===== src/hw/rtl/bmr_pkg.sv =====
`default_nettype none

package bmr_pkg;

    localparam int SLOT_COUNT_DEF = 8;
    localparam int SLOT_BYTES_DEF = 62;

    localparam int SLOT_W_MAX = 8;
    localparam int LEN_W_MAX  = 7;

    localparam int CMD_Q_DEPTH = 4;
    localparam int CMD_Q_AW    = $clog2(CMD_Q_DEPTH);

    localparam logic [5:0] CAP_UNLIMITED = 6'd63;

    localparam logic REQ_PUT = 1'b0;
    localparam logic REQ_GET = 1'b1;

    typedef enum logic [2:0] {
        ST_OK      = 3'd0,
        ST_FULL    = 3'd1,
        ST_EMPTY   = 3'd2,
        ST_TOO_BIG = 3'd3,
        ST_TRUNC   = 3'd4
    } status_t;

    // A single result, or a stored message to be streamed out of a slot.
    typedef struct packed {
        logic                  is_stream;
        status_t               status;
        logic [SLOT_W_MAX-1:0] slot;
        logic [LEN_W_MAX-1:0]  len;
    } cmd_t;

endpackage

`default_nettype wire


===== src/hw/rtl/bmr_cmd_q.sv =====
`default_nettype none

module bmr_cmd_q (
    input  wire logic          clk,
    input  wire logic          rst_n,
    input  wire logic          push,
    input  wire bmr_pkg::cmd_t push_cmd,
    input  wire logic          pop,
    output bmr_pkg::cmd_t      head,
    output logic               full,
    output logic               empty
);

    localparam int AW = bmr_pkg::CMD_Q_AW;
    localparam int CW = $clog2(bmr_pkg::CMD_Q_DEPTH + 1);

    bmr_pkg::cmd_t entry_reg [bmr_pkg::CMD_Q_DEPTH];
    logic [AW-1:0] wr_ptr_reg, wr_ptr_next;
    logic [AW-1:0] rd_ptr_reg, rd_ptr_next;
    logic [CW-1:0] cnt_reg, cnt_next;
    logic          do_push, do_pop;

    assign full    = (cnt_reg == CW'(bmr_pkg::CMD_Q_DEPTH));
    assign empty   = (cnt_reg == '0);
    assign do_push = push && !full;
    assign do_pop  = pop && !empty;
    assign head    = entry_reg[rd_ptr_reg];

    always_comb
    begin
        wr_ptr_next = do_push ? wr_ptr_reg + 1'b1 : wr_ptr_reg;
        rd_ptr_next = do_pop ? rd_ptr_reg + 1'b1 : rd_ptr_reg;
        cnt_next    = cnt_reg + CW'(do_push) - CW'(do_pop);
    end

    always_ff @(posedge clk)
    begin
        if (do_push)
        begin
            entry_reg[wr_ptr_reg] <= push_cmd;
        end
    end

    always_ff @(posedge clk or negedge rst_n)
    begin
        if (!rst_n)
        begin
            wr_ptr_reg <= '0;
            rd_ptr_reg <= '0;
            cnt_reg    <= '0;
        end
        else
        begin
            wr_ptr_reg <= wr_ptr_next;
            rd_ptr_reg <= rd_ptr_next;
            cnt_reg    <= cnt_next;
        end
    end

endmodule

`default_nettype wire


===== config.mk =====
export PLATFORM = sky130hd
export DESIGN_NAME = bmr_cmd_q
export DESIGN_NICKNAME = d
export VERILOG_FILES = /design/src/hw/rtl/bmr_pkg.sv /design/src/hw/rtl/bmr_cmd_q.sv
export SDC_FILE = /design/constraint.sdc
export NUM_CORES = 1
export LEC_CHECK = 0
export BUFFER_PORTS_ARGS = -buffer_cell sky130_fd_sc_hd__buf_4
export CAP_MARGIN = 10
export CORE_AREA = 2 2 99 101
export CTS_CLUSTER_SIZE = 25
export DETAILED_ROUTE_END_ITERATION = 10
export DIE_AREA = 0 0 101 103
export GPL_ROUTABILITY_DRIVEN = 1
export SETUP_SLACK_MARGIN = 0.02
export SYNTH_ARGS = -nofsm -noshare
export SYNTH_HDL_FRONTEND = slang
export SYNTH_SLANG_ARGS = --single-unit
export TNS_END_PERCENT = 20

===== constraint.sdc =====
create_clock -name clk -period 3 [get_ports clk]
set_input_delay 0.15 -clock clk [delete_from_list [all_inputs] [get_ports clk]]
set_output_delay 0.15 -clock clk [all_outputs]
set_load 0.01 [all_outputs]

==> metrics.md <==
| Metric | Value |
|---|---|
| Status | finished, final reports clean |
| Max clock buf depth | 2 |
| Setup crit start kind | register |
| Placed Cells | 298 |
| DR vias/cell | 4.73 |
| Tot GR Track Use | 0.117 |
| Seq pwr share | 0.463 |
| Clock network power share | 0.220 |
| DRT antenna net count | 0 |
| Syn_area_per_cell | 22.9 sq um |
| Number of global-route vias before repair | 1612 |
| H-tree depth | 3 |
| Syn nets | 170 |
| Fin crit period | 2280 ps |
| Max-slew violation count | 0 |
| Cell Area, Synth | 3210 sq um |
| Clk_skew | 7.97 ps |
| Crit Path Class | register to output pin |
| Sw frac | 0.287 |
| Area after DPL | 3680 sq um |
| Die height | 103 um |
| Clock Sinks | 83 |
| Root Buffer | clkbuf_8 |
| Cell taking the most area after synthesis | edfxtp_1 |
| Most common cell after layout, fill and taps aside | edfxtp_1 |
| Fraction of layout cells with a size suffix above 1 | 0.373 |
| Share of Yosys cell area claimed by the top area cell type | 0.711 |
| Port bufs | 43 |
| Worst min-delay path category | primary input to register |
| Worst-path maximum fanout | 13 |
| Die footprint | 10400 sq um |
| Synth warnings | 0 |
| DP Wirelength | 3.40 mm |
| Fin Setup TNS | 0 ps |
| Antenna violations before repair | 0 |
| Pin count of the biggest net entering global routing | 21 |
| Fin area | 4060 sq um |
| Reg2Reg Depth | 8 |
| Num rows | 36 |
| Worst Slack Setup Final | 721 ps |
| WL per Instance | 17.0 um |
| Post-Synthesis Cells | 140 |
| Final WL | 5.61 mm |
| Worst EP required | 2850 ps |
| Fmax achieved | 439 MHz |
| Yosys reg bits | 83 |
| Die width | 101 um |
| Area grow syn2layout | 26.4% |
| Relative slew slack | 0.337 |
| Max rail drop VDD | 0.000422 V |
| Most frequent cells in the layout | edfxtp_1, buf_4, mux4_2 |
| Max_cap viols | 0 |
| Async S/R FF share, synth | 0.0843 |
| Final Hold Viols | 0 |
| Slew at the pin closest to its max-slew limit | 995 ps |
| Placer Congestion | 0.744 |
| Vias | 1565 |
| Cell Pwr Density | 922 nW/um^2 |
| CTS tree | yes |
| Final worst path period share | 0.760 |
| Global-route wire length before repair | 8.76 mm |
| Iteration-0 DRC Markers | 51 |
| EDFF count, synth | 76 |
| CP Capture Type | output pin |
| Leak Pwr | 1.45 nW |
| Boundary Pins | 44 |
| Combinational Power Share | 0.318 |
| Post-CTS setup buffer count | 0 |
| Net Sw Power | 1.08 mW |
| Max reg flops | 76 |
| Nets | 242 |
| Unrepaired setup endpoints after global routing | false |
| TritonRoute pass-1 iters | 4 |
| Clock transition at the registers of the reported paths | 80 ps |
| Initial Util | 0.340 |
| Core Footprint | 9460 sq um |
| Layout Cells excl Fill | 331 |
| Total gr overflow | 0 |
| Clock latency on the worst-skew pair | 340 ps |
| # setup viols final | 0 |
| Post-place setup slack | 778 ps |
| Diodes inserted | 0 |
| Seq/Total Area, Yosys | 0.765 |
| WHS | 17.8 ps |
| Top_reg_cell synth | edfxtp_1 |
| # DRC | 0 |
| CTS Buf Count | 9 |
| Worst hold path stage count | 1 |
| Internal Power | 2.67 mW |
| Synth area leaders | edfxtp_1, mux4_2, dfrtp_1 |
| Critical Path AT | 2130 ps |
| Netlist cell types | 18 |
==> final timing paths <==
| path | startpoint | to | slack [ps] |
|---|---|---|---|
| max | rd_ptr_reg[0]$_DFFE_PN0P_ | head[9] | 720 |
| min in group asynchronous | rst_n | wr_ptr_reg[1]$_DFFE_PN0P_ | 160 |
| min reg2reg | wr_ptr_reg[1]$_DFFE_PN0P_ | wr_ptr_reg[1]$_DFFE_PN0P_ | 630 |
| min | push_cmd[11] | entry_reg[0][11]$_DFFE_PP_ | 20 |
| max in group asynchronous | rst_n | wr_ptr_reg[0]$_DFFE_PN0P_ | 2710 |
| max reg2reg | cnt_reg[0]$_DFF_PN0_ | cnt_reg[2]$_DFF_PN0_ | 780 |
==> worst max-delay path, cell delays in order (launching register included) <==
cell and delay [ps]:
dfrtp_1 670, buf_4 380, mux4_2 570, buf_4 160
==> timing repair <==
action	4_1_cts	5_1_grt
endpoints found under the setup margin	0	0
hold endpoints to repair	56	9
resized for setup	0	0
hold buffers	14	3
==> final cells by class <==
class / count / area, sq um
repair buffers: 65 / 531
clock inverters: 6 / 80.1
fillers: 836 / 5400
flip-flops and latches: 83 / 2460
multi-input cells: 47 / 699
well taps: 114 / 143
inverters: 6 / 22.5
clock buffers: 10 / 128
==> through the flow <==
| stage | util | total power, mW |
|---|---|---|
| 5_1_grt | 0.429 | 3.98 |
| 3_5_place_dp | 0.389 | 2.96 |
| 4_1_cts | 0.426 | 3.81 |
| 6_report | 0.429 | 3.74 |
| 3_3_place_gp | 0.389 | 2.94 |
| 2_1_floorplan | - | 2.44 |
==> metal layers <==
layer | part of all wire | vias to the layer above | wire length [um] | global-route usage
met5 | 0 | - | 0 | 0
met4 | 0.0089 | 0 | 50 | 0.0249
met3 | 0.054 | 6 | 301 | 0.0447
met2 | 0.49 | 49 | 2770 | 0.196
met1 | 0.44 | 793 | 2490 | 0.147
li1 | - | 717 | - | -
==> synthesized netlist by cell type (2+ instances only) <==
library cell and count:
buf_2 2, mux4_2 19, and3b_1 4, o211ai_1 2, nand2b_1 4, edfxtp_1 76, ha_1 6, inv_1 6
xnor2_1 4, buf_6 2, dfrtp_1 7, nand4bb_1 2
==> power groups by stage <==
stage                     clock (mW)  combinational [mW]  sequential (mW)
final                          0.823                1.19             1.73
after CTS                      0.850                1.22             1.74
after global placement             0                1.19             1.75
after floorplan                    0               0.797             1.65
after global routing           0.907                1.30             1.77
after detailed placement           0                1.20             1.76
==> logic make-up after synthesis <==
logic type,after synthesis,share of synthesized area
AOI/OAI and AO/OA,4,0.00974
xor gates and xnor gates,4,0.0109
adders and majority gates,7,0.0296
buffers and inverters,10,0.0171
DFF,83,0.765
muxes,19,0.133
and+or+nand+nor,13,0.0343
Note: power is estimated with default switching activity, not from simulation.
