File: config.mk
export PLATFORM = sky130hd
export DESIGN_NAME = bmr_ram
export DESIGN_NICKNAME = d
export VERILOG_FILES = /design/src/hw/rtl/bmr_ram.sv
export SDC_FILE = /design/constraint.sdc
export NUM_CORES = 1
export LEC_CHECK = 0
export ABC_AREA = 1
export BUFFER_PORTS_ARGS = -buffer_cell sky130_fd_sc_hd__buf_2
export CAP_MARGIN = 25
export CORE_ASPECT_RATIO = 2
export CORE_UTILIZATION = 55
export DETAILED_ROUTE_END_ITERATION = 16
export GPL_TIMING_DRIVEN = 0
export PLACE_DENSITY = 0.73
export SETUP_SLACK_MARGIN = 0.1
export SYNTH_ARGS = -nofsm -noshare
export SYNTH_HDL_FRONTEND = slang
export SYNTH_SLANG_ARGS = --single-unit
File: constraint.sdc
create_clock -name clk -period 2.45 [get_ports clk]
set_clock_uncertainty 0.1 [all_clocks]
set_input_delay 0.49 -clock clk [delete_from_list [all_inputs] [get_ports clk]]
set_output_delay 0.49 -clock clk [all_outputs]
set_load 0.005 [all_outputs]
File: src/hw/rtl/bmr_ram.sv
`default_nettype none

module bmr_ram #(
    parameter int W = 8,
    parameter int D = 16,
    localparam int AW = (D > 1) ? $clog2(D) : 1
) (
    input  wire logic          clk,
    input  wire logic          we,
    input  wire logic [AW-1:0] waddr,
    input  wire logic [W-1:0]  wdata,
    input  wire logic          re,
    input  wire logic [AW-1:0] raddr,
    output logic      [W-1:0]  rdata
);

    logic [W-1:0] mem_reg [D];
    logic [W-1:0] rdata_reg;

    always_ff @(posedge clk)
    begin
        if (we)
        begin
            mem_reg[waddr] <= wdata;
        end
        if (re)
        begin
            rdata_reg <= mem_reg[raddr];
        end
    end

    assign rdata = rdata_reg;

endmodule

`default_nettype wire

==> run_results.csv, run 1 <==
group,metric,value,unit
outcome,outcome,"finished, final reports clean",
clock_network,ctsLongestPathBuffers,2,
sta,rsz0062_at_grt,"false",
power,combPwrFrac,6.2,%
logic_synthesis,synthesis.nets,570,
routing,dr.first_iter.drc_count,287,
critical_path,worstPathCellList,"buf_2, nand3b_1, nor2_1",
logic_synthesis,syn_inst,551,
critical_path,crit_arrival,1.55,ns
die,ios,27,
clock_network,cts_resized,0,
hold_path,hold_path_class,"in2reg",
routing,drc,0,
final_layout,nNetsFinal,612,
critical_path,cpMaxStageDelayCell,"nor2_1",
logic_synthesis,yosysWarnings,0,
die,die_h,148,um
sta,drv_slew,0,
logic_synthesis,synth_top_cell_by_area,"edfxtp_1",
power,vdd_drop_max,908,uV
placement,pre_cts_ws,0.384,ns
sta,finalWorstSetupSlack,0.825,ns
power,p_per_area,816,nW/um^2
die,start_util,57.2,%
die,rows,52,
routing,firstDrtPassIters,5,
routing,wirelength,14.2,mm
clock_network,clock-root-buffer,"clkbuf_16",
global_route,overflow,0,
clock_network,cts_inserted_buffers,17,
final_layout,final_cells,741,
logic_synthesis,avgSynthCellArea,10.6,um^2
global_route,grt_usage,28.6,%
routing,vias,3874,
critical_path,required,2.38,ns
critical_path,start_kind,"input pin",
sta,period_share,66.3,%
clock_network,post_cts_buffers,0,
critical_path,crit_type,"in2reg",
logic_synthesis,yosys.area.top_type_share,69.8,%
sta,relSlewSlack,42.3,%
power,p_sw_share,21.4,%
routing,viasPerCell,5.23,
placement,dp.cells,709,
final_layout,final_util,65.8,%
global_route,grt_max_degree,17,
logic_synthesis,synth-seq-area-share,69.8,%
global_route,grt_pass1_vias,3753,
global_route,grt_pass1_wl,21.4,mm
routing,wl_per_cell,19.2,um
power,internal_power,4.31,mW
critical_path,critPathBufInv,1,
logic_synthesis,syn-cell-area,5850,um^2
final_layout,n_antenna_cell,0,
routing,ant_nets,0,
sta,hold_viol_final,0,
sta,hold_ws,0.316,ns
critical_path,worstSetupEndpointType,"flip-flop",
clock_network,cts_tree,"built",
power,power_leakage,2.90,nW
power,p_switching,1.17,mW
power,p_clk_share,45.8,%
logic_synthesis,synthTopCellsByArea,"edfxtp_1 70%, nand2_1 11%, nand3_1 8.3%",
clock_network,clock_latency,0.41,ns
flow_run,maxCapViolCount,0,
critical_path,critPathMaxStageDelay,0.69,ns
clock_network,clock_sinks,136,
final_layout,largest_reg_flops,128,
sta,worstMarginPinSlew,0.862,ns
placement,dpl.hpwl,9.90,mm
final_layout,drive_above_1_share,12.4,%
logic_synthesis,synth_cell_types,11,
sta,clock.fmax,615,MHz
placement,place_congestion,0.986,
clock_network,h-tree-depth,4,
sta,setup_tns,0,ns
critical_path,worst-path-max-fanout,8,
die,die_w,74.9,um
sta,period_needed,1.63,ns
clock_network,ctsHoldBuffers,0,
global_route,antenna_found_initial,0,
sta,setup-violations-final,0,
power,p_seq_share,48.0,%
placement,io_buffers,23,
critical_path,cp_top_family,"simple AND/OR/NAND/NOR gates",
die,coreArea,10200,um^2
die,dieArea,11100,um^2
logic_synthesis,yosys_register_bits,136,
clock_network,clkTransAtPathRegs,0.06,ns
final_layout,areaGrowthSynthToFinish,14.9,%
==> power by group through the flow <==
stage / Sequential [mW] / Combinational (mW) / Clock (mW)
after floorplan: 2.68 / 0.184 / 0
after global placement: 2.68 / 0.334 / 0
after detailed placement: 2.68 / 0.338 / 0
after CTS: 2.63 / 0.340 / 2.53
after global routing: 2.64 / 0.371 / 2.62
final: 2.63 / 0.339 / 2.51
==> stage by stage <==
step	instance area (um^2)	power (mW)
2_1_floorplan	5850	2.87
3_3_place_gp	6130	3.01
3_5_place_dp	6130	3.02
4_1_cts	6720	5.50
5_1_grt	6720	5.63
6_report	6720	5.49
==> synthesized netlist by cell type <==
cell type and n:
buf_1 1, buf_2 13, buf_4 4, buf_6 6
edfxtp_1 136, inv_1 100, inv_2 2, nand2_1 173
nand3_1 97, nand3b_1 2, nor2_1 17
==> routing by layer <==
| metal | part of all wire (%) | vias up | GRT usage [%] |
|---|---|---|---|
| met5 | 0 | - | 0 |
| met4 | 6.5 | 0 | 18.9 |
| met3 | 4.6 | 39 | 4.84 |
| met2 | 54 | 145 | 48.4 |
| met1 | 35 | 1824 | 32.0 |
| li1 | - | 1866 | - |
==> logic make-up (layout without fill, tap and decap cells) <==
kind of cell  Yosys count  count (layout)  synth area share, %
buf+inv               126             181                 9.39
flops                 136             136                 69.8
simple gates          289             289                 20.8
==> path summary, 6_finish.rpt <==
| path | from | end | slack, ns | cells past startpoint |
|---|---|---|---|---|
| setup / recovery | waddr[2] | mem_reg[9][3]$_DFFE_PP_ | 0.82 | 3 |
| hold / removal | re | rdata[6]$_DFFE_PP_ | 0.32 | 1 |
| setup reg to reg | mem_reg[3][3]$_DFFE_PP_ | rdata[3]$_DFFE_PP_ | 1.17 | 6 |
| hold reg to reg | mem_reg[13][5]$_DFFE_PP_ | rdata[5]$_DFFE_PP_ | 0.65 | 6 |
==> layout by cell type, fill, tap and decap left out, drive strengths merged <==
cell and count:
buf 47, bufinv 3, clkbuf 19, clkinv 7, clkinvlp 3, edfxtp 136, inv 102, nand2 173
nand3 97, nand3b 2, nor2 17
==> layout make-up <==
| cell class | instances | area, um^2 |
|---|---|---|
| plain buffers | 24 | 166 |
| clock buffers | 19 | 433 |
| clock inverters | 13 | 155 |
| fillers | 818 | 3500 |
| inverters | 102 | 383 |
| multi-input cells | 289 | 1210 |
| flip-flops and latches | 136 | 4080 |
| well taps | 135 | 169 |
| repair buffers | 23 | 115 |
Power figures use the tool's default switching activity.
==> run 2: changes to the inputs <==
--- a/config.mk
+++ b/config.mk
@@ -12,7 +12,7 @@
 export CORE_UTILIZATION = 55
 export DETAILED_ROUTE_END_ITERATION = 16
 export GPL_TIMING_DRIVEN = 0
-export PLACE_DENSITY = 0.73
+export PLACE_DENSITY = 0.75
 export SETUP_SLACK_MARGIN = 0.1
 export SYNTH_ARGS = -nofsm -noshare
 export SYNTH_HDL_FRONTEND = slang
==> constraint.sdc (replaced) <==
create_clock -name clk -period 1.4 [get_ports clk]
set_clock_uncertainty 0.1 [all_clocks]
set_input_delay 0.28 -clock clk [delete_from_list [all_inputs] [get_ports clk]]
set_output_delay 0.28 -clock clk [all_outputs]
set_load 0.005 [all_outputs]
==> run 2 against run 1 <==
  * Total power grew 82%
  * Sequential cell count unchanged
  * Count of clock-buffer cells in the layout unchanged
  * Non-clock buffer count is the same
  * Critical path depth is the same
  * Via count is 1.5% higher
  * Sequential share of layout area fell by 1.2 points
  * Utilization is 1.3 points higher
  * Sequential power rose by 75%
  * Design area grew 2.0%
  * Combinational power rose by 79%
  * Hold slack worse by 0.22 ns
  * Critical endpoint is now mem_reg[10][0]$_DFFE_PP_
  * Largest power group is now the clock network
==> run_results.csv, run 2 (synthesis results as in run 1) <==
group,metric,value,unit
global_route,antenna_found_initial,0,
hold_path,hold_path_class,"in2reg",
clock_network,clock_sinks,136,
critical_path,crit_type,"in2reg",
sta,period_share,96.4,%
clock_network,ctsLongestPathBuffers,2,
clock_network,cts_inserted_buffers,17,
global_route,overflow,0,
clock_network,clock_latency,0.42,ns
sta,clock.fmax,741,MHz
final_layout,fill_cells,767,
flow_run,maxCapViolCount,0,
placement,dp.cells,709,
clock_network,ctsHoldBuffers,0,
final_layout,drive_above_1_share,16.2,%
power,totalPowerFinal,9.96,mW
power,p_clk_share,47.6,%
die,ios,27,
power,vdd_drop_max,1440,uV
critical_path,critPathBufInv,1,
placement,io_buffers,23,
placement,place_area,6130,um^2
global_route,grt_pass1_vias,3864,
die,start_util,57.2,%
outcome,outcome,"finished, final reports clean",
placement,pre_cts_ws,-0.401,ns
sta,rsz0062_at_grt,"true",
final_layout,n_antenna_cell,0,
routing,firstDrtPassIters,5,
sta,relSlewSlack,49.0,%
power,internal_power,7.91,mW
power,p_sw_share,20.6,%
sta,worstMarginPinSlew,0.761,ns
die,die_h,148,um
clock_network,clkTransAtPathRegs,0.06,ns
global_route,grt_usage,27.6,%
final_layout,nNetsFinal,612,
routing,wl_per_cell,18.2,um
routing,wirelength,13.5,mm
sta,hold_viol_final,0,
die,dieArea,11100,um^2
power,p_seq_share,46.3,%
die,rows,52,
critical_path,critPathMaxStageDelay,0.64,ns
sta,drv_slew,0,
final_layout,layout_common_cells,"173 x nand2_1, 136 x edfxtp_1, 100 x inv_1, 88 x nand3_1, 31 x buf_2",
critical_path,worstSetupEndpointType,"flip-flop",
critical_path,cp_top_family,"simple AND/OR/NAND/NOR gates",
final_layout,final_cells,741,
critical_path,worst-path-max-fanout,8,
sta,setup-violations-final,0,
final_layout,largest_reg_flops,128,
sta,setup_tns,0,ns
routing,viasPerCell,5.30,
critical_path,crit_arrival,1.29,ns
final_layout,final_area,6860,um^2
routing,vias,3931,
clock_network,h-tree-depth,4,
global_route,grt_pass1_wl,20.8,mm
global_route,grt_max_degree,17,
routing,dr.first_iter.drc_count,386,
clock_network,clock-root-buffer,"clkbuf_16",
final_layout,layout_commonest_cell,"nand2_1",
placement,dpl.hpwl,9.31,mm
routing,ant_nets,0,
clock_network,post_cts_buffers,0,
final_layout,multiInputGateArea,1290,um^2
critical_path,start_kind,"input pin",
placement,place_congestion,1.07,
power,p_switching,2.05,mW
die,die_w,74.9,um
final_layout,areaGrowthSynthToFinish,17.3,%
clock_network,cts_tree,"built",
sta,period_needed,1.35,ns
sta,finalWorstSetupSlack,0.0499,ns
final_layout,regArea,4080,um^2
critical_path,required,1.34,ns
power,power_leakage,2.94,nW
die,coreArea,10200,um^2
critical_path,worstPathCellList,"buf_2, nand3b_1, nor2_1",
critical_path,cpMaxStageDelayCell,"nor2_1",
power,combPwrFrac,6.1,%
routing,drc,0,
power,p_per_area,1450,nW/um^2
==> run 2: area by class of cell <==
cell class / count / area share [%]
well taps: 135 / 2.46
multi-input cells: 289 / 18.8
plain buffers: 24 / 2.61
flip-flops and latches: 136 / 59.6
repair buffers: 23 / 1.68
clock inverters: 13 / 2.96
inverters: 102 / 5.58
clock buffers: 19 / 6.31
==> run 2: worst reg2reg max path: cells and delay by family (launching register included) <==
family	cells	cell delay [ns]
flops	1	0.38
simple gates	6	0.53
==> run 2: through the flow <==
step,hold WS [ns],utilization (%)
2_1_floorplan,0.279,-
3_3_place_gp,0.510,60.0
3_5_place_dp,0.519,60.0
4_1_cts,0.0895,66.3
5_1_grt,0.112,67.1
6_report,0.0957,67.1
==> run 2: final timing paths <==
| path | slack [ns] | endpoint | startpoint | depth (start not counted) |
|---|---|---|---|---|
| worst max register to register | 0.15 | rdata[3]$_DFFE_PP_ | mem_reg[2][3]$_DFFE_PP_ | 6 |
| worst max-delay path | 0.05 | mem_reg[10][0]$_DFFE_PP_ | waddr[2] | 3 |
| worst min register to register | 0.64 | rdata[2]$_DFFE_PP_ | mem_reg[12][2]$_DFFE_PP_ | 6 |
| worst min-delay path | 0.1 | rdata[7]$_DFFE_PP_ | re | 1 |
==> run 2: routing by layer <==
metal  vias up  GRT usage, %  share of wire [%]
met5         -             0                  0
met4         0          21.3                6.7
met3        51          5.52                4.6
met2       168          45.5                 54
met1      1837          30.0                 34
li1       1875             -                  -
==> run 2: what timing repair did <==
item,4_1_cts,5_1_grt
pin swaps,0,0
gates resized for setup,2,29
setup endpoints to repair,32,103
==> run 2: power groups by stage <==
stage | logic, mW | clock network [mW] | registers, mW
after detailed placement | 0.575 | 0 | 4.69
after global placement | 0.557 | 0 | 4.69
after floorplan | 0.322 | 0 | 4.69
final | 0.606 | 4.75 | 4.61
after global routing | 0.662 | 4.94 | 4.62
after CTS | 0.581 | 4.77 | 4.61
