<file path="src/hw/rtl/bmr_pkg.sv">
`default_nettype none

package bmr_pkg;

    localparam int SLOT_COUNT_DEF = 8;
    localparam int SLOT_BYTES_DEF = 62;

    localparam int SLOT_W_MAX = 8;
    localparam int LEN_W_MAX  = 7;

    localparam int CMD_Q_DEPTH = 4;
    localparam int CMD_Q_AW    = $clog2(CMD_Q_DEPTH);

    localparam logic [5:0] CAP_UNLIMITED = 6'd63;

    localparam logic REQ_PUT = 1'b0;
    localparam logic REQ_GET = 1'b1;

    typedef enum logic [2:0] {
        ST_OK      = 3'd0,
        ST_FULL    = 3'd1,
        ST_EMPTY   = 3'd2,
        ST_TOO_BIG = 3'd3,
        ST_TRUNC   = 3'd4
    } status_t;

    // A single result, or a stored message to be streamed out of a slot.
    typedef struct packed {
        logic                  is_stream;
        status_t               status;
        logic [SLOT_W_MAX-1:0] slot;
        logic [LEN_W_MAX-1:0]  len;
    } cmd_t;

endpackage

`default_nettype wire

</file>
<file path="src/hw/rtl/bmr_back.sv">
`default_nettype none

module bmr_back #(
    parameter int SLOT_COUNT = bmr_pkg::SLOT_COUNT_DEF,
    parameter int SLOT_BYTES = bmr_pkg::SLOT_BYTES_DEF,
    localparam int SLOT_W = $clog2(SLOT_COUNT),
    localparam int OFF_W  = (SLOT_BYTES > 1) ? $clog2(SLOT_BYTES) : 1
) (
    input  wire logic                    clk,
    input  wire logic                    rst_n,
    input  wire bmr_pkg::cmd_t           cmd,
    input  wire logic                    cmd_empty,
    output logic                         cmd_pop,
    output logic                         stream_done,
    output logic                         byte_re,
    output logic [SLOT_W+OFF_W-1:0]      byte_raddr,
    input  wire logic [7:0]              byte_rdata,
    output logic                         m_axis_tvalid,
    input  wire logic                    m_axis_tready,
    output logic [23:0]                  m_axis_tdata,
    output logic                         m_axis_tlast
);

    localparam int FILL_W = $clog2(SLOT_BYTES + 1);

    logic              active_reg, active_next;
    logic [SLOT_W-1:0] slot_reg, slot_next;
    logic [FILL_W-1:0] len_reg, len_next;
    logic [OFF_W-1:0]  idx_reg, idx_next;
    logic              ovalid_reg, ovalid_next;
    bmr_pkg::status_t  status_reg, status_next;
    logic [5:0]        mlen_reg, mlen_next;
    logic              last_reg, last_next;
    logic              sel_reg, sel_next;

    logic              adv;
    logic              idx_last;

    assign adv      = !ovalid_reg || m_axis_tready;
    assign idx_last = ((FILL_W'(idx_reg) + 1'b1) == len_reg);

    assign byte_raddr = active_reg ? {slot_reg, idx_reg}
                                   : {cmd.slot[SLOT_W-1:0], OFF_W'(0)};

    always_comb
    begin
        active_next = active_reg;
        slot_next   = slot_reg;
        len_next    = len_reg;
        idx_next    = idx_reg;
        ovalid_next = ovalid_reg;
        status_next = status_reg;
        mlen_next   = mlen_reg;
        last_next   = last_reg;
        sel_next    = sel_reg;
        cmd_pop     = 1'b0;
        byte_re     = 1'b0;
        stream_done = 1'b0;

        if (adv)
        begin
            if (active_reg)
            begin
                byte_re     = 1'b1;
                ovalid_next = 1'b1;
                status_next = bmr_pkg::ST_OK;
                mlen_next   = 6'(len_reg);
                sel_next    = 1'b1;
                last_next   = idx_last;
                idx_next    = idx_reg + 1'b1;
                if (idx_last)
                begin
                    active_next = 1'b0;
                    stream_done = 1'b1;
                end
            end
            else if (!cmd_empty)
            begin
                cmd_pop     = 1'b1;
                ovalid_next = 1'b1;
                status_next = cmd.status;
                mlen_next   = 6'(cmd.len);
                if (cmd.is_stream)
                begin
                    byte_re   = 1'b1;
                    sel_next  = 1'b1;
                    slot_next = cmd.slot[SLOT_W-1:0];
                    len_next  = FILL_W'(cmd.len);
                    last_next = (cmd.len == 7'd1);
                    if (cmd.len == 7'd1)
                    begin
                        stream_done = 1'b1;
                    end
                    else
                    begin
                        active_next = 1'b1;
                        idx_next    = OFF_W'(1);
                    end
                end
                else
                begin
                    sel_next  = 1'b0;
                    last_next = 1'b1;
                end
            end
            else
            begin
                ovalid_next = 1'b0;
            end
        end
    end

    always_ff @(posedge clk or negedge rst_n)
    begin
        if (!rst_n)
        begin
            active_reg <= 1'b0;
            ovalid_reg <= 1'b0;
        end
        else
        begin
            active_reg <= active_next;
            ovalid_reg <= ovalid_next;
        end
    end

    always_ff @(posedge clk)
    begin
        slot_reg   <= slot_next;
        len_reg    <= len_next;
        idx_reg    <= idx_next;
        status_reg <= status_next;
        mlen_reg   <= mlen_next;
        last_reg   <= last_next;
        sel_reg    <= sel_next;
    end

    assign m_axis_tvalid = ovalid_reg;
    assign m_axis_tlast  = last_reg;
    assign m_axis_tdata  = {7'b0, mlen_reg, (sel_reg ? byte_rdata : 8'h00), status_reg};

    a_idx_in_range: assert property (@(posedge clk) disable iff (!rst_n)
        active_reg |-> (FILL_W'(idx_reg) < len_reg))
        else $error("read index ran past the message length");

endmodule

`default_nettype wire

</file>
<file path="config.mk">
export PLATFORM = sky130hd
export DESIGN_NAME = bmr_back
export DESIGN_NICKNAME = d
export VERILOG_FILES = /design/src/hw/rtl/bmr_pkg.sv /design/src/hw/rtl/bmr_back.sv
export SDC_FILE = /design/constraint.sdc
export NUM_CORES = 1
export LEC_CHECK = 0
export ABC_AREA = 1
export BUFFER_PORTS_ARGS = -buffer_cell sky130_fd_sc_hd__buf_2
export CAP_MARGIN = 10
export CORE_ASPECT_RATIO = 0.5
export CORE_MARGIN = 2
export CORE_UTILIZATION = 47
export DETAILED_ROUTE_END_ITERATION = 7
export PLACE_DENSITY = 0.79
export SYNTH_ARGS = -nofsm -noshare
export SYNTH_HDL_FRONTEND = slang
export SYNTH_SLANG_ARGS = --single-unit
</file>
<file path="constraint.sdc">
create_clock -name clk -period 2.7 [get_ports clk]
set_input_delay 0.405 -clock clk [delete_from_list [all_inputs] [get_ports clk]]
set_output_delay 0.405 -clock clk [all_outputs]
set_load 0.03 [all_outputs]
</file>
==> results of run 1 <==
==> power by group <==
group / internal [mW] / switching [mW]
clock network: 0.131 / 0.138
registers: 0.620 / 0.0753
logic: 0.243 / 0.656
==> through the flow <==
step / instances / worst slack, ns / hold WS (ns) / total power [mW] / util (%)
after global routing: 292 / 0.01569 / 0.3050 / 1.975 / 62.48
after global placement: 287 / 0.5320 / 0.1900 / 1.575 / 60.39
final: 292 / 0.1516 / 0.3076 / 1.863 / 62.48
after detailed placement: 287 / 0.5205 / 0.1931 / 1.603 / 60.39
after floorplan: 202 / 0.6606 / 0.1094 / 1.372 / -
after CTS: 292 / 0.1415 / 0.3078 / 1.866 / 62.48
==> path summary, 6_finish.rpt <==
check                                start       endpoint  slack [ns]  depth (start not counted)
max in group asynchronous            rst_n  m_axis_tvalid        2.17                          2
worst max-delay path            idx_reg[0]    stream_done        0.15                         12
min in group asynchronous            rst_n     active_reg        0.43                          2
worst max register to register  active_reg     idx_reg[5]        0.84                          5
worst min register to register  active_reg  status_reg[2]        0.63                          1
worst min-delay path                cmd[7]    slot_reg[0]        0.31                          1
==> layer usage <==
metal / vias up / track usage, %
met5: - / 0
met4: 0 / 5.313
met3: 3 / 4.753
met2: 46 / 32.92
met1: 601 / 23.25
li1: 705 / -
==> cell usage in the layout, fill, tap and decap left out, drive strengths merged <==
cell / count
conb: 7
nor3: 1
clkbuf: 4
edfxtp: 26
nand3: 11
dfrtp: 2
ha: 1
nand4: 4
dlygate4sd3: 1
a21oi: 5
buf: 58
nor2: 14
nand2: 61
o21ai: 9
inv: 43
nor4: 3
clkinv: 1
o21bai: 1
==> worst max-delay path, cell delays in order, from the launching register on <==
cell and delay (ns):
edfxtp_1 0.49, ha_1 0.36, inv_1 0.05, nand2_1 0.05, nand2_1 0.06, nor2_2 0.12
nand3_1 0.10, nor2_2 0.10, nand3_2 0.11, nand2_2 0.08, nand2_1 0.06, nor2_2 0.08
buf_2 0.20
==> repair_timing <==
| item | 4_1_cts | 5_1_grt |
|---|---|---|
| setup endpoints to repair | 0 | 0 |
| setup buffers | 0 | 0 |
| hold buffers | 1 | 0 |
| endpoints found under the hold margin | 2 | 0 |
==> logic make-up after synthesis <==
group	count (synthesis)	share of synthesized area [%]
other cells	1	0.2354
flops	28	52.16
simple gates	94	26.08
fa+ha+maj	1	0.7854
buf+inv	57	15.63
compound gates	15	5.106
==> area by class of cell <==
| class | instances | area share [%] |
|---|---|---|
| clock buffer | 4 | 2.826 |
| multi-input combinational | 117 | 27.81 |
| sequential | 28 | 42.65 |
| tap | 40 | 2.569 |
| inverter | 44 | 8.478 |
| timing repair buffer | 59 | 15.67 |
==> run metrics, run 1 <==
layout cells sized above 1=29.37%; Reg area=830.8 um2; GRT Util Overall=18.61%; setup TNS=0 ns; placed cell area=1883 um2; Crit. End Element=output pin; Routability Congestion=0.7904; area of the multi-input gates=between 500 and 600 um2; Via density=4.640; count leader, synth=nand2_1; Initial Util=51.08%; Synth area leaders=edfxtp_1 49%, nand2_1 14%, inv_1 10%; minimum clock period=2.548 ns; RSZ-0062 raised after global routing=no; Nets=~290; Layout area overhead=22.31%; design area=about 2000 um2; largest net degree at the start of global routing=25; maxcap violations=0; VDD IR-drop max=0.5469 mV; Main synth FF type=edfxtp_1; CTS tree=yes; Routed met2 length=about 1.6 mm; CTS sink count=28; std cell rows=14; Critical Path RT=2.30 ns; n_diodes=0; Syn Area/Cell=8.126 um2; Max Used Layer=met4; library cells used by synthesis=23; clk root buf=clkbuf_8; startpoint types=flip-flop; HPWL after detailed placement=2.636 mm; die footprint=between 3000 and 4000 um2; Leak=roughly 1.1 nW; Final Hold Fails=0; critical path type=reg2out; htree depth=1; outcome=complete, no violations; number of synthesized register bits=28; first-pass GRT wire length=5.485 mm; cell count after synthesis=196; Clock Latency Late Sink=0.29 ns; Fillers=278; post-CTS sizing=0; Pwr per Cell Area=956.3 nW/um2; Slew Limit Fails=0; Tcrit/Tclk final=94.38%; vias in the first global route=1,250; Die W=86.33 um; Via Count=1,355; clk buf depth=2; Yosys Warn Count=0; DRT iter0 DRCs=78; gr ovfl total=0; Mapped Area=~1600 um2; Inserted Clock Buffers=3; Synth top area share=49.02%; core area=a little over 3000 um2; io pins=69; top cells by count, synth=58 x nand2_1, 43 x inv_1, 26 x edfxtp_1; Metal-1 WL=between 1.5 and 2 mm; IO buf count=56; EDFF count, synth=26; post-route ant nets=0; WL final=3.443 mm; Die Y=around 45 um; worst rel slew slack=51.57%; skew final=0.008131 ns; DR WL met3=approximately 210 um; # DRC=0; DR WL/cell=11.79 um; Final setup viols=0; drt first pass iters=4; Post-synth ARST share=under 10%; Clock Pin Slew Worst Setup and Hold Paths=0.10 ns; Seq/Total Area, Yosys=52.16%; Crit path arrival time=2.14 ns; Fmax=~0.4 GHz; Hold Crit Class=in2reg; area leader, netlist=edfxtp_1; Slew @ Worst Pin=0.7264 ns; CP max FO=6; initial antenna violation count=0
Note: power is estimated with default switching activity, not from simulation.
==> inputs of run 2 (changes only) <==
Settings changed: SETUP_SLACK_MARGIN set to 0.4, SLEW_MARGIN set to 40.
==> run 2 against run 1 <==
Final area rose by 2.4%. Critical path depth did not move. Worst setup slack improved by 0.18 ns. Sequential share of layout area fell by 0.99 points. Critical endpoint unchanged. Largest power group unchanged.
==> run metrics, run 2 (synthesized netlist as in run 1, its figures left out) <==
outcome=complete, no violations; critical path cell sequence=ha_4 -> inv_1 -> nand2_1 -> nand2_1 -> nor2_2 -> nand3_2 -> nor2_2 -> nand3_2 -> nand2_2 -> nand2_1 -> nor2_2 -> buf_6; worst rel slew slack=46.66%; Die W=between 80 and 90 um; largest net degree at the start of global routing=25; VDD IR-drop max=0.4964 mV; post-route ant nets=0; Tcrit/Tclk final=87.84%; global routing usage on met3=4.753%; Fmax=approximately 0.42 GHz; Routability Congestion=0.7904; HPWL after detailed placement=2.636 mm; Crit. End Element=output pin; clk buf depth=2; GRT Util Overall=a little under a fifth; Clock Pin Slew Worst Setup and Hold Paths=0.10 ns; Setup WS post-layout=about 0.33 ns; startpoint types=flip-flop; CTS sink count=28; skew final=between 0.006 and 0.007 ns; R2R Setup Slk=about 0.78 ns; minimum clock period=2.372 ns; DR WL/cell=12.31 um; Leak=1.095 nW; Initial Util=approximately half; commonest non-fill, non-tap cell in the layout=nand2_1; Slew @ Worst Pin=0.8001 ns; placed cell area=1883 um2; Final Hold Fails=0; most frequent cells in the layout=58 x nand2_1, 55 x buf_2, 43 x inv_1; Worst Hold Endpoint=slot_reg[0]; layout cells sized above 1=30.98%; vias in the first global route=approximately 1,300; Critical Path RT=2.30 ns; critical path type=reg2out; pre-CTS setup slack=around 0.52 ns; drt first pass iters=4; n_diodes=0; Clock Latency Late Sink=around 0.28 ns; CP max FO=3; FF-to-FF path depth=5; setup TNS=0 ns; crit path max-delay cell type=edfxtp_1; Fillers=264; Placed Instances=287; Final setup viols=0; met1 Use GR=23.60%; design area=1994 um2; Slew Limit Fails=0; Inserted Clock Buffers=3; IO buf count=56; total power=1.910 mW; Layout area overhead=25.22%; hold slack=slightly above 0.3 ns; crit path launch=idx_reg[0]; first-pass GRT wire length=~5.6 mm; Die Y=about 45 um; RSZ-0062 raised after global routing=yes; DRT iter0 DRCs=90; post-layout util=63.96%; Crit path arrival time=1.97 ns; busiest grt layer=met2; Crit path largest cell delay=0.45 ns; met2 Usage GRT=approximately 34%; Hold Crit Class=in2reg; Via density=4.831; CTS tree=yes; io pins=69; Hold Path Cell Cnt=1; htree depth=1; gr ovfl total=0; Via Count=1,425; # DRC=0; die footprint=between 3000 and 4000 um2; Layout Cells excl Fill=295; clk root buf=clkbuf_8; Hold Path Origin=cmd[7]; Pwr per Cell Area=957.9 nW/um2; initial antenna violation count=0; maxcap violations=0; delay-heaviest family, CP=simple AND/OR/NAND/NOR gates; std cell rows=14; reg2reg start=active_reg; core area=approximately 3100 um2; Nets=288; WL final=3.631 mm; Buf/Inv on CP=2; worst reg2reg endpoint=idx_reg[5]
run 2: final cells by class:
class / count / area (um2) / share of cell area (%)
Timing Repair Buffer: 62 / 334.1 / 16.75
Clock buffer: 4 / 55.05 / 2.760
Inverter: 44 / 165.2 / 8.281
Multi-Input combinational cell: 117 / 559.3 / 28.04
Tap cell: 40 / 50.05 / 2.509
Sequential cell: 28 / 830.8 / 41.66
run 2: power by group:
group	switching (mW)	total, mW	internal [mW]	leakage (nW)
Combinational	0.677	0.950	0.273	0.797
Clock	0.136	0.267	0.131	0.0288
Sequential	0.0733	0.693	0.620	0.269
Total	0.886	1.91	1.02	1.09
run 2: worst max-delay path by stage:
stage	cells after the start	slack, ns	endpoint
final	12	0.33	stream_done
after global routing	12	0.22	stream_done
after CTS	12	0.35	stream_done
after detailed placement	12	0.52	stream_done
after global placement	12	0.53	stream_done
after floorplan	11	0.66	stream_done
run 2: per-layer routing:
layer,vias up,part of all wire (%)
li1,713,-
met1,651,45
met2,58,49
met3,3,6.2
met4,0,0.41
met5,-,0
run 2: worst register-to-register path: stages, from the launching register on:
cell	delay, ns
dfrtp_1	0.42
buf_4	0.30
nor2_1	0.10
inv_1	0.06
nand2_1	0.06
a21oi_1	0.63
run 2: timing repair:
item,4_1_cts,5_1_grt
cloned,0,0
hold buffers,1,0
buffers inserted,2,1
endpoints found under the hold margin,2,0
resized for setup,3,1
setup endpoints to repair,1,1
pin swaps,3,2
==> inputs of run 3 (changes only) <==
Settings changed: CORE_MARGIN 2 to not set.
==> run 3 against run 2 <==
The run now ends with design-rule violations left. Worst setup slack improved by 0.053 ns. Global-route usage grew 0.24 points. Wire length down 5.1%. Clock-buffer cell count fell by 1. Final cell count fell by 0.34%. Sequential power is essentially flat. Hold slack worse by 0.0050 ns. Flip-flop and latch count stayed put. Critical path depth did not move. Sequential share of layout area decreased by 0.18 points. Highest routed layer unchanged.
==> run metrics, run 3 (synthesized netlist as in run 1, its figures left out) <==
critical path type=reg2out; n_diodes=0; Die Y=43.17 um; R2R Setup Slk=around 0.81 ns; GRT Util Overall=19.22%; # DRC=10; Clock Latency Late Sink=between 0.2 and 0.3 ns; Final setup viols=0; CP max FO=3; Crit. End Element=output pin; CTS sink count=28; HPWL after detailed placement=2.519 mm; VDD IR-drop max=around 0.56 mV; CTS tree=yes; first-pass GRT wire length=5.285 mm; design area=about 2000 um2; DRT iter0 DRCs=100; Hold Path Cell Cnt=1; Crit path arrival time=1.91 ns; Routability Congestion=0.7730; Slew Limit Fails=0; post-layout util=between 60 and 70%; die footprint=3640 um2; startpoint types=flip-flop; FF-to-FF path depth=5; Pwr per Cell Area=980.5 nW/um2; crit path launch=idx_reg[0]; maxcap violations=0; io pins=69; Slew @ Worst Pin=0.7197 ns; Via density=4.707; setup TNS=0 ns; WL final=3.445 mm; DR WL/cell=11.72 um; Via Count=~1,400; largest net degree at the start of global routing=25; commonest non-fill, non-tap cell in the layout=nand2_1; htree depth=1; worst reg2reg endpoint=idx_reg[5]; Hold Crit Class=in2reg; Layout area overhead=25.77%; std cell rows=14; IO buf count=56; reg2reg start=active_reg; minimum clock period=2.318 ns; placed cell area=1883 um2; core area=3118 um2; clk buf depth=2; Tcrit/Tclk final=85.87%; worst setup path endpoint=stream_done; layout cells sized above 1=between 30% and 40%; Layout Cells excl Fill=294; failing checks=design-rule violations; RSZ-0062 raised after global routing=yes; outcome=finished, violations left; total power=1.964 mW; worst rel slew slack=52.02%; initial antenna violation count=0; post-route ant nets=0; Fmax=0.4313 GHz; clk root buf=clkbuf_8; skew final=0.004922 ns; most frequent cells in the layout=58 x nand2_1, 55 x buf_2, 43 x inv_1; Fillers=267; Critical Path RT=2.30 ns; Die W=84.33 um; Initial Util=51.08%; Clock Pin Slew Worst Setup and Hold Paths=~0.10 ns; Placed Instances=287; Inserted Clock Buffers=3; gr ovfl total=0; Nets=287; vias in the first global route=around 1,200; drt first pass iters=6; Leak=around 1.1 nW; Final Hold Fails=0
[run 3: cell count changes in the layout (fill, tap and decap cells not counted)]
cell / change
buf_4: -1
clkbuf_8: -1
bufinv_16: +1
[run 3: cell type report]
cell class	instances	area [um2]	share of cell area, %
sequential	28	830.8	41.47
inverter	44	165.2	8.245
multi-input combinational	117	559.3	27.92
timing repair buffer	61	326.6	16.30
clock buffer	3	41.29	2.061
clock inverter	1	30.03	1.499
tap	40	50.05	2.498
[run 3: worst max-delay path, cell delays in order (launching register included)]
cell and delay (ns):
edfxtp_1 0.45, ha_4 0.30, inv_1 0.04, nand2_1 0.04
nand2_1 0.06, nor2_2 0.09, nand3_2 0.07, nor2_2 0.09
nand3_2 0.10, nand2_2 0.09, nand2_1 0.07, nor2_2 0.10
buf_6 0.14
[run 3: layer usage]
metal	vias up	global-route usage (%)	part of all wire (%)
met2	53	33.61	49
met5	-	0	0
met4	0	5.517	0.73
met1	615	24.13	44
li1	712	-	-
met3	4	4.669	5.7
[run 3: worst min path at each step]
stage                    end    from
5_1_grt          slot_reg[0]  cmd[7]
2_1_floorplan     active_reg   rst_n
3_5_place_dp      active_reg   rst_n
3_3_place_gp   m_axis_tvalid   rst_n
4_1_cts          slot_reg[0]  cmd[7]
6_report         slot_reg[0]  cmd[7]
[run 3: per-stage QoR]
step	hold WS [ns]	setup WS (ns)
floorplan	0.1094	0.6606
global placement	0.1897	0.5363
detailed placement	0.1932	0.4881
CTS	0.2982	0.3328
global route	0.3018	0.2262
finish	0.3030	0.3816
[run 3: power breakdown]
group	internal [mW]	switching (mW)	total, mW
clock network	0.199	0.135	0.334
logic	0.269	0.671	0.940
registers	0.619	0.0703	0.690
total	1.09	0.876	1.96
[run 3: repair_timing]
action / CTS / global route
setup buffers: 2 / 0
pin swaps: 2 / 2
hold buffers: 1 / 0
gates resized for setup: 2 / 2
setup endpoints to repair: 1 / 1
hold endpoints to repair: 2 / 0
